`src/hdl/swct_pkg.sv`:
```
// ----------------------------------------------------------------------------
// swct_pkg
// Shared widths, register indexes and datapath command types for the
// sliding window charge trigger.
// ----------------------------------------------------------------------------
package swct_pkg;

	localparam int TIME_W        = 32;
	localparam int CHARGE_W      = 24;
	localparam int SUM_OUT_W     = 31;
	localparam int MULT_W        = 7;
	localparam int WIN_W         = 20;
	localparam int CFG_W         = 31;
	localparam int CFG_IDX_W     = 1;
	localparam int DEFAULT_DEPTH = 64;

	localparam logic [SUM_OUT_W-1:0] SUM_MAX   = {SUM_OUT_W{1'b1}};
	localparam logic [MULT_W-1:0]    COUNT_MAX = {MULT_W{1'b1}};

	localparam logic [CFG_IDX_W-1:0] REG_CHARGE_THRESHOLD = 1'd0;
	localparam logic [CFG_IDX_W-1:0] REG_WINDOW_TICKS     = 1'd1;

	typedef enum logic [1:0] {
		OP_NONE,
		OP_ADD,
		OP_SUB
	} alu_op_t;

	typedef struct packed {
		alu_op_t op;
		logic    update_best;
		logic    set_ovf;
		logic    clear;
	} cmd_t;

	typedef struct packed {
		logic empty;
		logic full;
	} stat_t;

endpackage

```
`src/hdl/swct_ram.sv`:
```
// ----------------------------------------------------------------------------
// swct_ram
// Generic single write port, single read port RAM with registered read.
// ----------------------------------------------------------------------------
module swct_ram #(
	parameter int WIDTH = 8,
	parameter int DEPTH = 64
) (
	input  logic                     clk,
	input  logic                     we,
	input  logic [$clog2(DEPTH)-1:0] waddr,
	input  logic [WIDTH-1:0]         wdata,
	input  logic [$clog2(DEPTH)-1:0] raddr,
	output logic [WIDTH-1:0]         rdata
);

	logic [WIDTH-1:0] mem_q [DEPTH];
	logic [WIDTH-1:0] rdata_q;

	always_ff @(posedge clk) begin
		if (we) begin
			mem_q[waddr] <= wdata;
		end
		rdata_q <= mem_q[raddr];
	end

	assign rdata = rdata_q;

endmodule

```
`src/hdl/swct_dp.sv`:
```
// ----------------------------------------------------------------------------
// swct_dp
// Event datapath: running window sum through one shared add/subtract unit,
// occupancy counter, plus the event's best sum, best occupancy and overflow.
// ----------------------------------------------------------------------------
module swct_dp #(
	parameter int WINDOW_DEPTH = swct_pkg::DEFAULT_DEPTH
) (
	input  logic                             clk,
	input  logic                             arst_n,
	input  swct_pkg::cmd_t                   cmd,
	input  logic [swct_pkg::CHARGE_W-1:0]    operand,
	output swct_pkg::stat_t                  stat,
	output logic [swct_pkg::SUM_OUT_W-1:0]   best_sum,
	output logic [swct_pkg::MULT_W-1:0]      best_mult,
	output logic                             overflow
);

	localparam int CNT_W  = $clog2(WINDOW_DEPTH + 1);
	localparam int SUM_RAW = swct_pkg::CHARGE_W + CNT_W;
	localparam int SUM_W  = (SUM_RAW > swct_pkg::SUM_OUT_W + 1) ? SUM_RAW
	                                                            : swct_pkg::SUM_OUT_W + 1;
	localparam int CMP_W  = (CNT_W > swct_pkg::MULT_W) ? CNT_W : swct_pkg::MULT_W;

	logic [SUM_W-1:0]              sum_q;
	logic [CNT_W-1:0]              count_q;
	logic [swct_pkg::SUM_OUT_W-1:0] best_sum_q;
	logic [CNT_W-1:0]              best_count_q;
	logic                          ovf_q;

	logic [SUM_W-1:0]              alu_res;
	logic [swct_pkg::SUM_OUT_W-1:0] sum_sat;
	logic [CMP_W-1:0]              best_wide;

	// shared add/subtract unit
	always_comb begin
		unique case (cmd.op)
			swct_pkg::OP_ADD: alu_res = sum_q + SUM_W'(operand);
			swct_pkg::OP_SUB: alu_res = sum_q - SUM_W'(operand);
			default:          alu_res = sum_q;
		endcase
	end

	assign sum_sat = (|sum_q[SUM_W-1:swct_pkg::SUM_OUT_W]) ? swct_pkg::SUM_MAX
	                                                        : sum_q[swct_pkg::SUM_OUT_W-1:0];

	always_ff @(posedge clk or negedge arst_n) begin
		if (!arst_n) begin
			sum_q        <= '0;
			count_q      <= '0;
			best_sum_q   <= '0;
			best_count_q <= '0;
			ovf_q        <= 1'b0;
		end else if (cmd.clear) begin
			sum_q        <= '0;
			count_q      <= '0;
			best_sum_q   <= '0;
			best_count_q <= '0;
			ovf_q        <= 1'b0;
		end else begin
			sum_q <= alu_res;
			unique case (cmd.op)
				swct_pkg::OP_ADD: count_q <= count_q + CNT_W'(1);
				swct_pkg::OP_SUB: count_q <= count_q - CNT_W'(1);
				default:          count_q <= count_q;
			endcase
			if (cmd.set_ovf) begin
				ovf_q <= 1'b1;
			end
			if (cmd.update_best) begin
				if (sum_sat > best_sum_q) begin
					best_sum_q <= sum_sat;
				end
				if (count_q > best_count_q) begin
					best_count_q <= count_q;
				end
			end
		end
	end

	assign best_wide  = CMP_W'(best_count_q);
	assign stat.empty = (count_q == '0);
	assign stat.full  = (count_q == CNT_W'(WINDOW_DEPTH));
	assign best_sum   = best_sum_q;
	assign best_mult  = (best_wide > CMP_W'(swct_pkg::COUNT_MAX)) ? swct_pkg::COUNT_MAX
	                                                              : best_wide[swct_pkg::MULT_W-1:0];
	assign overflow   = ovf_q;

endmodule

```
`src/hdl/sliding_window_charge_trigger.sv`:
```
// ----------------------------------------------------------------------------
// sliding_window_charge_trigger
// Sliding time window charge sum trigger over the primitives of one event.
// ----------------------------------------------------------------------------
// Each primitive word is taken in, then the sequencer steps through the
// window store: it evicts old entries in turn (peak time more than
// window_ticks behind the new one), drops the oldest if the store is full,
// then inserts the new entry and updates the best values; only then is the
// next primitive taken. The last primitive of an event also loads the result
// word, waiting while an earlier one is still held on the output. The pace
// is set by the single read port of the window store and the one shared
// add/subtract unit for the running sum. The result register lets the input
// side continue while a result word waits. No clearing pass after reset.
// ----------------------------------------------------------------------------
module sliding_window_charge_trigger #(
	parameter int WINDOW_DEPTH = swct_pkg::DEFAULT_DEPTH
) (
	input  logic                              clk,
	input  logic                              arst_n,

	input  logic                              cfg_we,
	input  logic [swct_pkg::CFG_IDX_W-1:0]    cfg_index,
	input  logic [swct_pkg::CFG_W-1:0]        cfg_data,

	input  logic                              in_valid,
	output logic                              in_ready,
	input  logic [swct_pkg::TIME_W-1:0]       peak_time,
	input  logic [swct_pkg::CHARGE_W-1:0]     charge_integral,
	input  logic                              event_end,

	output logic                              out_valid,
	input  logic                              out_ready,
	output logic [swct_pkg::SUM_OUT_W-1:0]    max_window_sum,
	output logic [swct_pkg::MULT_W-1:0]       max_multiplicity,
	output logic                              event_passes,
	output logic                              fifo_overflowed
);

	localparam int PTR_W  = $clog2(WINDOW_DEPTH);
	localparam int WORD_W = swct_pkg::TIME_W + swct_pkg::CHARGE_W;

	typedef enum logic [2:0] {
		S_IDLE,
		S_LOOK,
		S_INSERT,
		S_BEST,
		S_FINISH
	} state_t;

	state_t                           state_q;
	logic [swct_pkg::CFG_W-1:0]       threshold_q;
	logic [swct_pkg::WIN_W-1:0]       window_q;
	logic [swct_pkg::TIME_W-1:0]      time_q;
	logic [swct_pkg::CHARGE_W-1:0]    charge_q;
	logic                             last_q;
	logic [PTR_W-1:0]                 oldest_q;
	logic [PTR_W-1:0]                 newest_q;

	logic                             out_valid_q;
	logic [swct_pkg::SUM_OUT_W-1:0]   out_sum_q;
	logic [swct_pkg::MULT_W-1:0]      out_mult_q;
	logic                             out_pass_q;
	logic                             out_ovf_q;

	logic [WORD_W-1:0]                rd_word;
	logic [swct_pkg::TIME_W-1:0]      old_time;
	logic [swct_pkg::CHARGE_W-1:0]    old_charge;
	logic [swct_pkg::TIME_W-1:0]      time_gap;
	logic                             evict;
	logic                             drop_full;
	logic                             out_free;
	logic                             finish;
	logic [PTR_W-1:0]                 oldest_adv;
	logic [PTR_W-1:0]                 newest_adv;
	logic [PTR_W-1:0]                 rd_addr;
	logic                             wr_en;

	swct_pkg::cmd_t                   cmd;
	logic [swct_pkg::CHARGE_W-1:0]    operand;
	swct_pkg::stat_t                  stat;
	logic [swct_pkg::SUM_OUT_W-1:0]   best_sum;
	logic [swct_pkg::MULT_W-1:0]      best_mult;
	logic                             overflow;

	function automatic logic [PTR_W-1:0] advance(input logic [PTR_W-1:0] p);
		advance = (p == PTR_W'(WINDOW_DEPTH - 1)) ? '0 : p + PTR_W'(1);
	endfunction

	assign old_time   = rd_word[WORD_W-1:swct_pkg::CHARGE_W];
	assign old_charge = rd_word[swct_pkg::CHARGE_W-1:0];
	assign time_gap   = time_q - old_time;

	// time going backwards never evicts
	assign evict     = (state_q == S_LOOK) && !stat.empty && (time_q >= old_time) &&
	                   (time_gap > swct_pkg::TIME_W'(window_q));
	assign drop_full = (state_q == S_LOOK) && !evict && stat.full;
	assign out_free  = !out_valid_q || out_ready;
	assign finish    = (state_q == S_FINISH) && out_free;

	assign oldest_adv = advance(oldest_q);
	assign newest_adv = advance(newest_q);
	// fetch the next oldest entry ahead so evictions can run back to back
	assign rd_addr    = (evict || drop_full) ? oldest_adv : oldest_q;
	assign wr_en      = (state_q == S_INSERT);

	always_comb begin
		cmd.op          = swct_pkg::OP_NONE;
		cmd.update_best = (state_q == S_BEST);
		cmd.set_ovf     = drop_full;
		cmd.clear       = finish;
		operand         = old_charge;
		if (evict || drop_full) begin
			cmd.op = swct_pkg::OP_SUB;
		end else if (state_q == S_INSERT) begin
			cmd.op  = swct_pkg::OP_ADD;
			operand = charge_q;
		end
	end

	swct_ram #(
		.WIDTH(WORD_W),
		.DEPTH(WINDOW_DEPTH)
	) u_store (
		.clk  (clk),
		.we   (wr_en),
		.waddr(newest_q),
		.wdata({time_q, charge_q}),
		.raddr(rd_addr),
		.rdata(rd_word)
	);

	swct_dp #(
		.WINDOW_DEPTH(WINDOW_DEPTH)
	) u_dp (
		.clk      (clk),
		.arst_n   (arst_n),
		.cmd      (cmd),
		.operand  (operand),
		.stat     (stat),
		.best_sum (best_sum),
		.best_mult(best_mult),
		.overflow (overflow)
	);

	always_ff @(posedge clk or negedge arst_n) begin
		if (!arst_n) begin
			threshold_q <= '0;
			window_q    <= '0;
		end else if (cfg_we) begin
			unique case (cfg_index)
				swct_pkg::REG_CHARGE_THRESHOLD: threshold_q <= cfg_data;
				swct_pkg::REG_WINDOW_TICKS:     window_q    <= cfg_data[swct_pkg::WIN_W-1:0];
				default: ;
			endcase
		end
	end

	always_ff @(posedge clk or negedge arst_n) begin
		if (!arst_n) begin
			state_q     <= S_IDLE;
			time_q      <= '0;
			charge_q    <= '0;
			last_q      <= 1'b0;
			oldest_q    <= '0;
			newest_q    <= '0;
			out_valid_q <= 1'b0;
			out_sum_q   <= '0;
			out_mult_q  <= '0;
			out_pass_q  <= 1'b0;
			out_ovf_q   <= 1'b0;
		end else begin
			if (finish) begin
				out_valid_q <= 1'b1;
			end else if (out_ready) begin
				out_valid_q <= 1'b0;
			end
			unique case (state_q)
				S_IDLE: begin
					if (in_valid) begin
						time_q   <= peak_time;
						charge_q <= charge_integral;
						last_q   <= event_end;
						state_q  <= S_LOOK;
					end
				end
				S_LOOK: begin
					if (evict) begin
						oldest_q <= oldest_adv;
					end else begin
						if (drop_full) begin
							oldest_q <= oldest_adv;
						end
						state_q <= S_INSERT;
					end
				end
				S_INSERT: begin
					newest_q <= newest_adv;
					state_q  <= S_BEST;
				end
				S_BEST: begin
					state_q <= last_q ? S_FINISH : S_IDLE;
				end
				S_FINISH: begin
					if (out_free) begin
						out_sum_q   <= best_sum;
						out_mult_q  <= best_mult;
						out_pass_q  <= (best_sum > threshold_q);
						out_ovf_q   <= overflow;
						oldest_q    <= '0;
						newest_q    <= '0;
						state_q     <= S_IDLE;
					end
				end
				default: state_q <= S_IDLE;
			endcase
		end
	end

	assign in_ready         = (state_q == S_IDLE);
	assign out_valid        = out_valid_q;
	assign max_window_sum   = out_sum_q;
	assign max_multiplicity = out_mult_q;
	assign event_passes     = out_pass_q;
	assign fifo_overflowed  = out_ovf_q;

endmodule

```
`config.mk`:
```
export PLATFORM = sky130hd
export DESIGN_NAME = sliding_window_charge_trigger
export DESIGN_NICKNAME = d
export VERILOG_FILES = /design/src/hdl/swct_pkg.sv /design/src/hdl/swct_ram.sv /design/src/hdl/swct_dp.sv /design/src/hdl/sliding_window_charge_trigger.sv
export SDC_FILE = /design/constraint.sdc
export NUM_CORES = 2
export LEC_CHECK = 0
export ABC_CLOCK_PERIOD_IN_PS = 17470
export BUFFER_PORTS_ARGS = -buffer_cell sky130_fd_sc_hd__clkbuf_2
export CELL_PAD_IN_SITES_DETAIL_PLACEMENT = 0
export CELL_PAD_IN_SITES_GLOBAL_PLACEMENT = 2
export CORE_MARGIN = 2
export CORE_UTILIZATION = 40
export DETAILED_ROUTE_END_ITERATION = 6
export MAX_ROUTING_LAYER = met4
export PLACE_DENSITY_LB_ADDON = 0.1
export SYNTH_ARGS = -nofsm -noshare
export SYNTH_HDL_FRONTEND = slang
export SYNTH_SLANG_ARGS = --single-unit
```
`constraint.sdc`:
```
create_clock -name clk -period 17.47 [get_ports clk]
set_input_delay 0 -clock clk [delete_from_list [all_inputs] [get_ports clk]]
set_output_delay 0 -clock clk [all_outputs]
set_load 0.01 [all_outputs]
```
==> flow_metrics.py <==
metrics = {
    "logic_synthesis": {
        "synth_xor_area_frac": 0.00404,
        "syn_area_per_cell_um2": 13.6,
        "syn_area_mm2": 0.158,
        "synth-compound-area-share": 0.0929,
        "synth_area_leaders": "edfxtp_1 68%, nand2_1 5.8%, dfrtp_1 3.8%",
        "synth_top_family_by_area": "simple AND/OR/NAND/NOR gates",
        "synth.top_cells.by_count": "3584 x edfxtp_1, 2427 x nand2_1, 599 x nand3_1, 349 x clkbuf_1",
        "synth-simple-area-share": 0.111,
        "synth.most_common_cell": "edfxtp_1",
        "yosysWarnings": 0,
        "synth_seq_area_share": 0.726,
        "synth_top_area_cell": "edfxtp_1",
        "ys_types": 95,
        "synth.top_cell.area_share": 0.681,
        "ys.flop_type": "edfxtp_1",
        "synth_mux_area_frac": 0.0274,
        "synthArstFlopShare": 0.0623,
        "synth_seq_cells": 3882,
        "synth_fa_ha_area_frac": 0.0130,
        "synthCells": 11600,
        "synth_edf_count": 3584,
        "synth.net_count": 11800,
    },
    "sta": {
        "setup-violations-final": 0,
        "relSlewSlack": 0.0576,
        "clock.fmax_mhz": 92.1,
        "slew_viol_final": 0,
        "finalHoldViolCount": 0,
        "tightest_slew_ns": 1.41,
        "grt_setup_unrepaired": "false",
        "setup-tns-final_ns": 0,
        "fin_crit_ns": 10.86,
        "finalClockSkew_ns": 0.0879,
        "fin_crit_sh": 0.622,
    },
    "route": {
        "drt_first_pass_iters": 6,
        "wl_per_cell_um": 36.2,
        "vias": 108000,
        "drt-total-wl_um": 637000,
        "dr.first_iter.drc_count": 15900,
        "vias_per_cell": 6.17,
        "drc": 0,
        "final_antenna_net_count": 0,
    },
    "clocking": {
        "cts_sinks": 3882,
        "cts_root_buffer": "clkbuf_16",
        "cts_buffer_depth": 4,
        "clk_pin_slew_worst_paths_ns": 0.06,
        "postCtsSetupBuffers": 0,
        "numCtsBuffers": 426,
        "clk-insertion-delay-late_ns": 1.03,
        "htreeDepth": 5,
        "cts_tree": "done",
    },
    "power_and_ir_drop": {
        "p_leak_nw": 62.9,
        "power_w": 0.0372,
        "power_density_mw_per_mm2": 204,
        "worst_ir_drop_vdd_v": 0.000197,
    },
    "global_routing": {
        "track_usage": 0.320,
        "grt_first_pass_wirelength_um": 861000,
        "grt_max_degree": 132,
        "globalRouteMet2Util": 0.486,
        "met1_usage": 0.439,
        "grt_pass1_vias": 101000,
        "antenna_found_initial": 67,
        "grt_overflow_total": 0,
        "met3_usage": 0.0550,
        "grt-busiest-layer": "met2",
    },
    "critical_path": {
        "reg2regPathDepth": 41,
        "path_depth": 41,
        "critPathTopFamily": "compound AO/OA/AOI/OAI gates",
        "arrival_ns": 11.70,
        "critPathMaxStageDelay_ns": 0.78,
        "start_kind": "flop",
        "cp_common_cell": "a21o_1",
        "worstPathRequired_ns": 18.31,
        "cp_max_fo": 65,
        "worst_path_max_delay_cell": "dfrtp_2",
        "crit_type": "reg -> reg",
        "crit_path_end_kind": "flop",
        "worst-path-buf-inv": 4,
    },
    "floorplan": {
        "die_width_um": 633,
        "coreArea_mm2": 0.393,
        "die_h_um": 633,
        "initial_core_util": 0.402,
        "rows": 230,
        "die_area_mm2": 0.400,
        "io_pins": 136,
    },
    "status": {
        "status": "complete, no violations",
    },
    "finish": {
        "fill_cells": 34900,
        "final_core_util": 0.463,
        "fin_nets": 12200,
        "drive_above_1_share": 0.114,
        "regArea_mm2": 0.115,
        "synthToLayoutAreaGrowth_pct": 15.2,
        "multi_input_area_mm2": 0.0400,
    },
    "placement": {
        "place_congestion": 0.867,
        "port_buffers": 135,
        "hpwl_um": 346000,
    },
    "worst_hold_path": {
        "hp-class": "in -> reg",
        "hold_path_depth": 4,
    },
    "job": {
        "maxCapViolCount": 0,
    },
}
-- cell usage in the layout, fill, tap and decap left out, types with 38 or more instances in the layout --
master / synthesis / layout
edfxtp_1: 3584 / 3584
nand2_1: 2427 / 2417
nand3_1: 599 / 597
clkbuf_16: 0 / 433
and3_1: 341 / 341
o21ai_0: 341 / 341
a31oi_1: 336 / 336
buf_4: 16 / 331
a211oi_1: 319 / 319
mux2i_1: 323 / 317
a311oi_1: 266 / 266
nor2_1: 298 / 230
dlygate4sd3_1: 0 / 221
dfrtp_1: 242 / 186
inv_1: 181 / 181
a21oi_1: 174 / 172
ha_1: 160 / 160
clkbuf_2: 0 / 134
clkbuf_1: 349 / 100
nor3_1: 93 / 91
mux2_2: 91 / 91
nand4_1: 86 / 86
o22ai_1: 85 / 84
clkinv_2: 0 / 81
clkinv_1: 1 / 77
nor2_4: 1 / 72
a32oi_1: 72 / 71
o2111ai_1: 61 / 61
o211ai_1: 57 / 57
dfrtp_2: 0 / 56
dfxtp_1: 56 / 56
diode_2: 0 / 55
xnor2_1: 43 / 43
a21o_1: 46 / 43
o31ai_1: 40 / 40
clkbuf_8: 0 / 39
bufinv_16: 0 / 38
-- worst register-to-register path: cells and delay by family (launching register included) --
family | cells | cell delay [ns]
AOI/OAI and AO/OA | 23 | 5.73
and+or+nand+nor | 8 | 1.79
adders and majority gates | 4 | 1.18
buffers and inverters | 4 | 0.94
DFF | 1 | 0.78
xor gates and xnor gates | 2 | 0.32
-- worst paths after layout --
path,start,end,slack [ns]
min in group asynchronous,arst_n,threshold_q[26],0.24
setup / recovery,time_q[0],u_dp.sum_q[28],6.61
hold / removal,out_ready,state_q[2],0.12
max in group asynchronous,arst_n,charge_q[17],15.58
setup reg to reg,time_q[0],u_dp.sum_q[28],6.61
hold reg to reg,max_window_sum[11],max_window_sum[11],0.47
-- layer usage --
layer | wire length, um | up-vias
met5 | 0 | -
met4 | 21700 | 0
met3 | 60500 | 1036
met2 | 289000 | 5832
met1 | 265000 | 56700
li1 | - | 44900
-- cell families (layout without fill, tap and decap cells) --
family	after synthesis	in the layout
simple gates	4004	4004
flops	3882	3882
compound gates	2078	2078
buf+inv	966	1695
mux	417	417
fa+ha+maj	163	163
xor+xnor	73	73
other cells	0	55
-- area by class of cell --
| cell class | count | area share |
|---|---|---|
| Clock inverter | 229 | 0.0128 |
| Antenna cell | 55 | 0.000755 |
| Tap cell | 5220 | 0.0358 |
| Sequential cell | 3882 | 0.630 |
| Clock buffer | 572 | 0.0645 |
| Inverter | 183 | 0.00377 |
| Timing Repair Buffer | 711 | 0.0322 |
| Multi-Input combinational cell | 6735 | 0.220 |
-- power breakdown --
part / switching, W / internal [W] / total (W) / leakage [nW]
registers: 0.000571 / 0.0120 / 0.0126 / 35.7
logic: 0.0112 / 0.00427 / 0.0155 / 20.4
clock network: 0.00386 / 0.00528 / 0.00914 / 6.89
total: 0.0157 / 0.0215 / 0.0372 / 62.9
-- flip-flops by register name (all words and copies together) (netlist names), 3 cells and up --
register,flops
u_store.mem_q,3584
u_dp.sum_q,32
oldest_q,6
newest_q,6
time_q,32
u_dp.best_count_q,7
window_q,20
threshold_q,31
u_dp.count_q,7
state_q,3
max_window_sum,31
u_dp.best_sum,31
charge_q,24
max_multiplicity,7
u_store.rdata,56
-- stage by stage --
stage	instances	worst slack, ns	hold WS, ns	cell area (um^2)
after floorplan	11600	8.36	-0.296	158000
after global placement	16500	6.32	0.0555	166000
after detailed placement	16500	6.74	0.0618	166000
after CTS	17500	6.65	0.0525	182000
after global routing	17600	5.72	0.127	182000
final	17600	6.61	0.117	182000
-- what timing repair did --
item	CTS	global route
hold buffers	222	0
endpoints found under the setup margin	0	0
resized for setup	0	0
hold endpoints to repair	332	0
No activity file was read; power rests on OpenSTA's default activity.
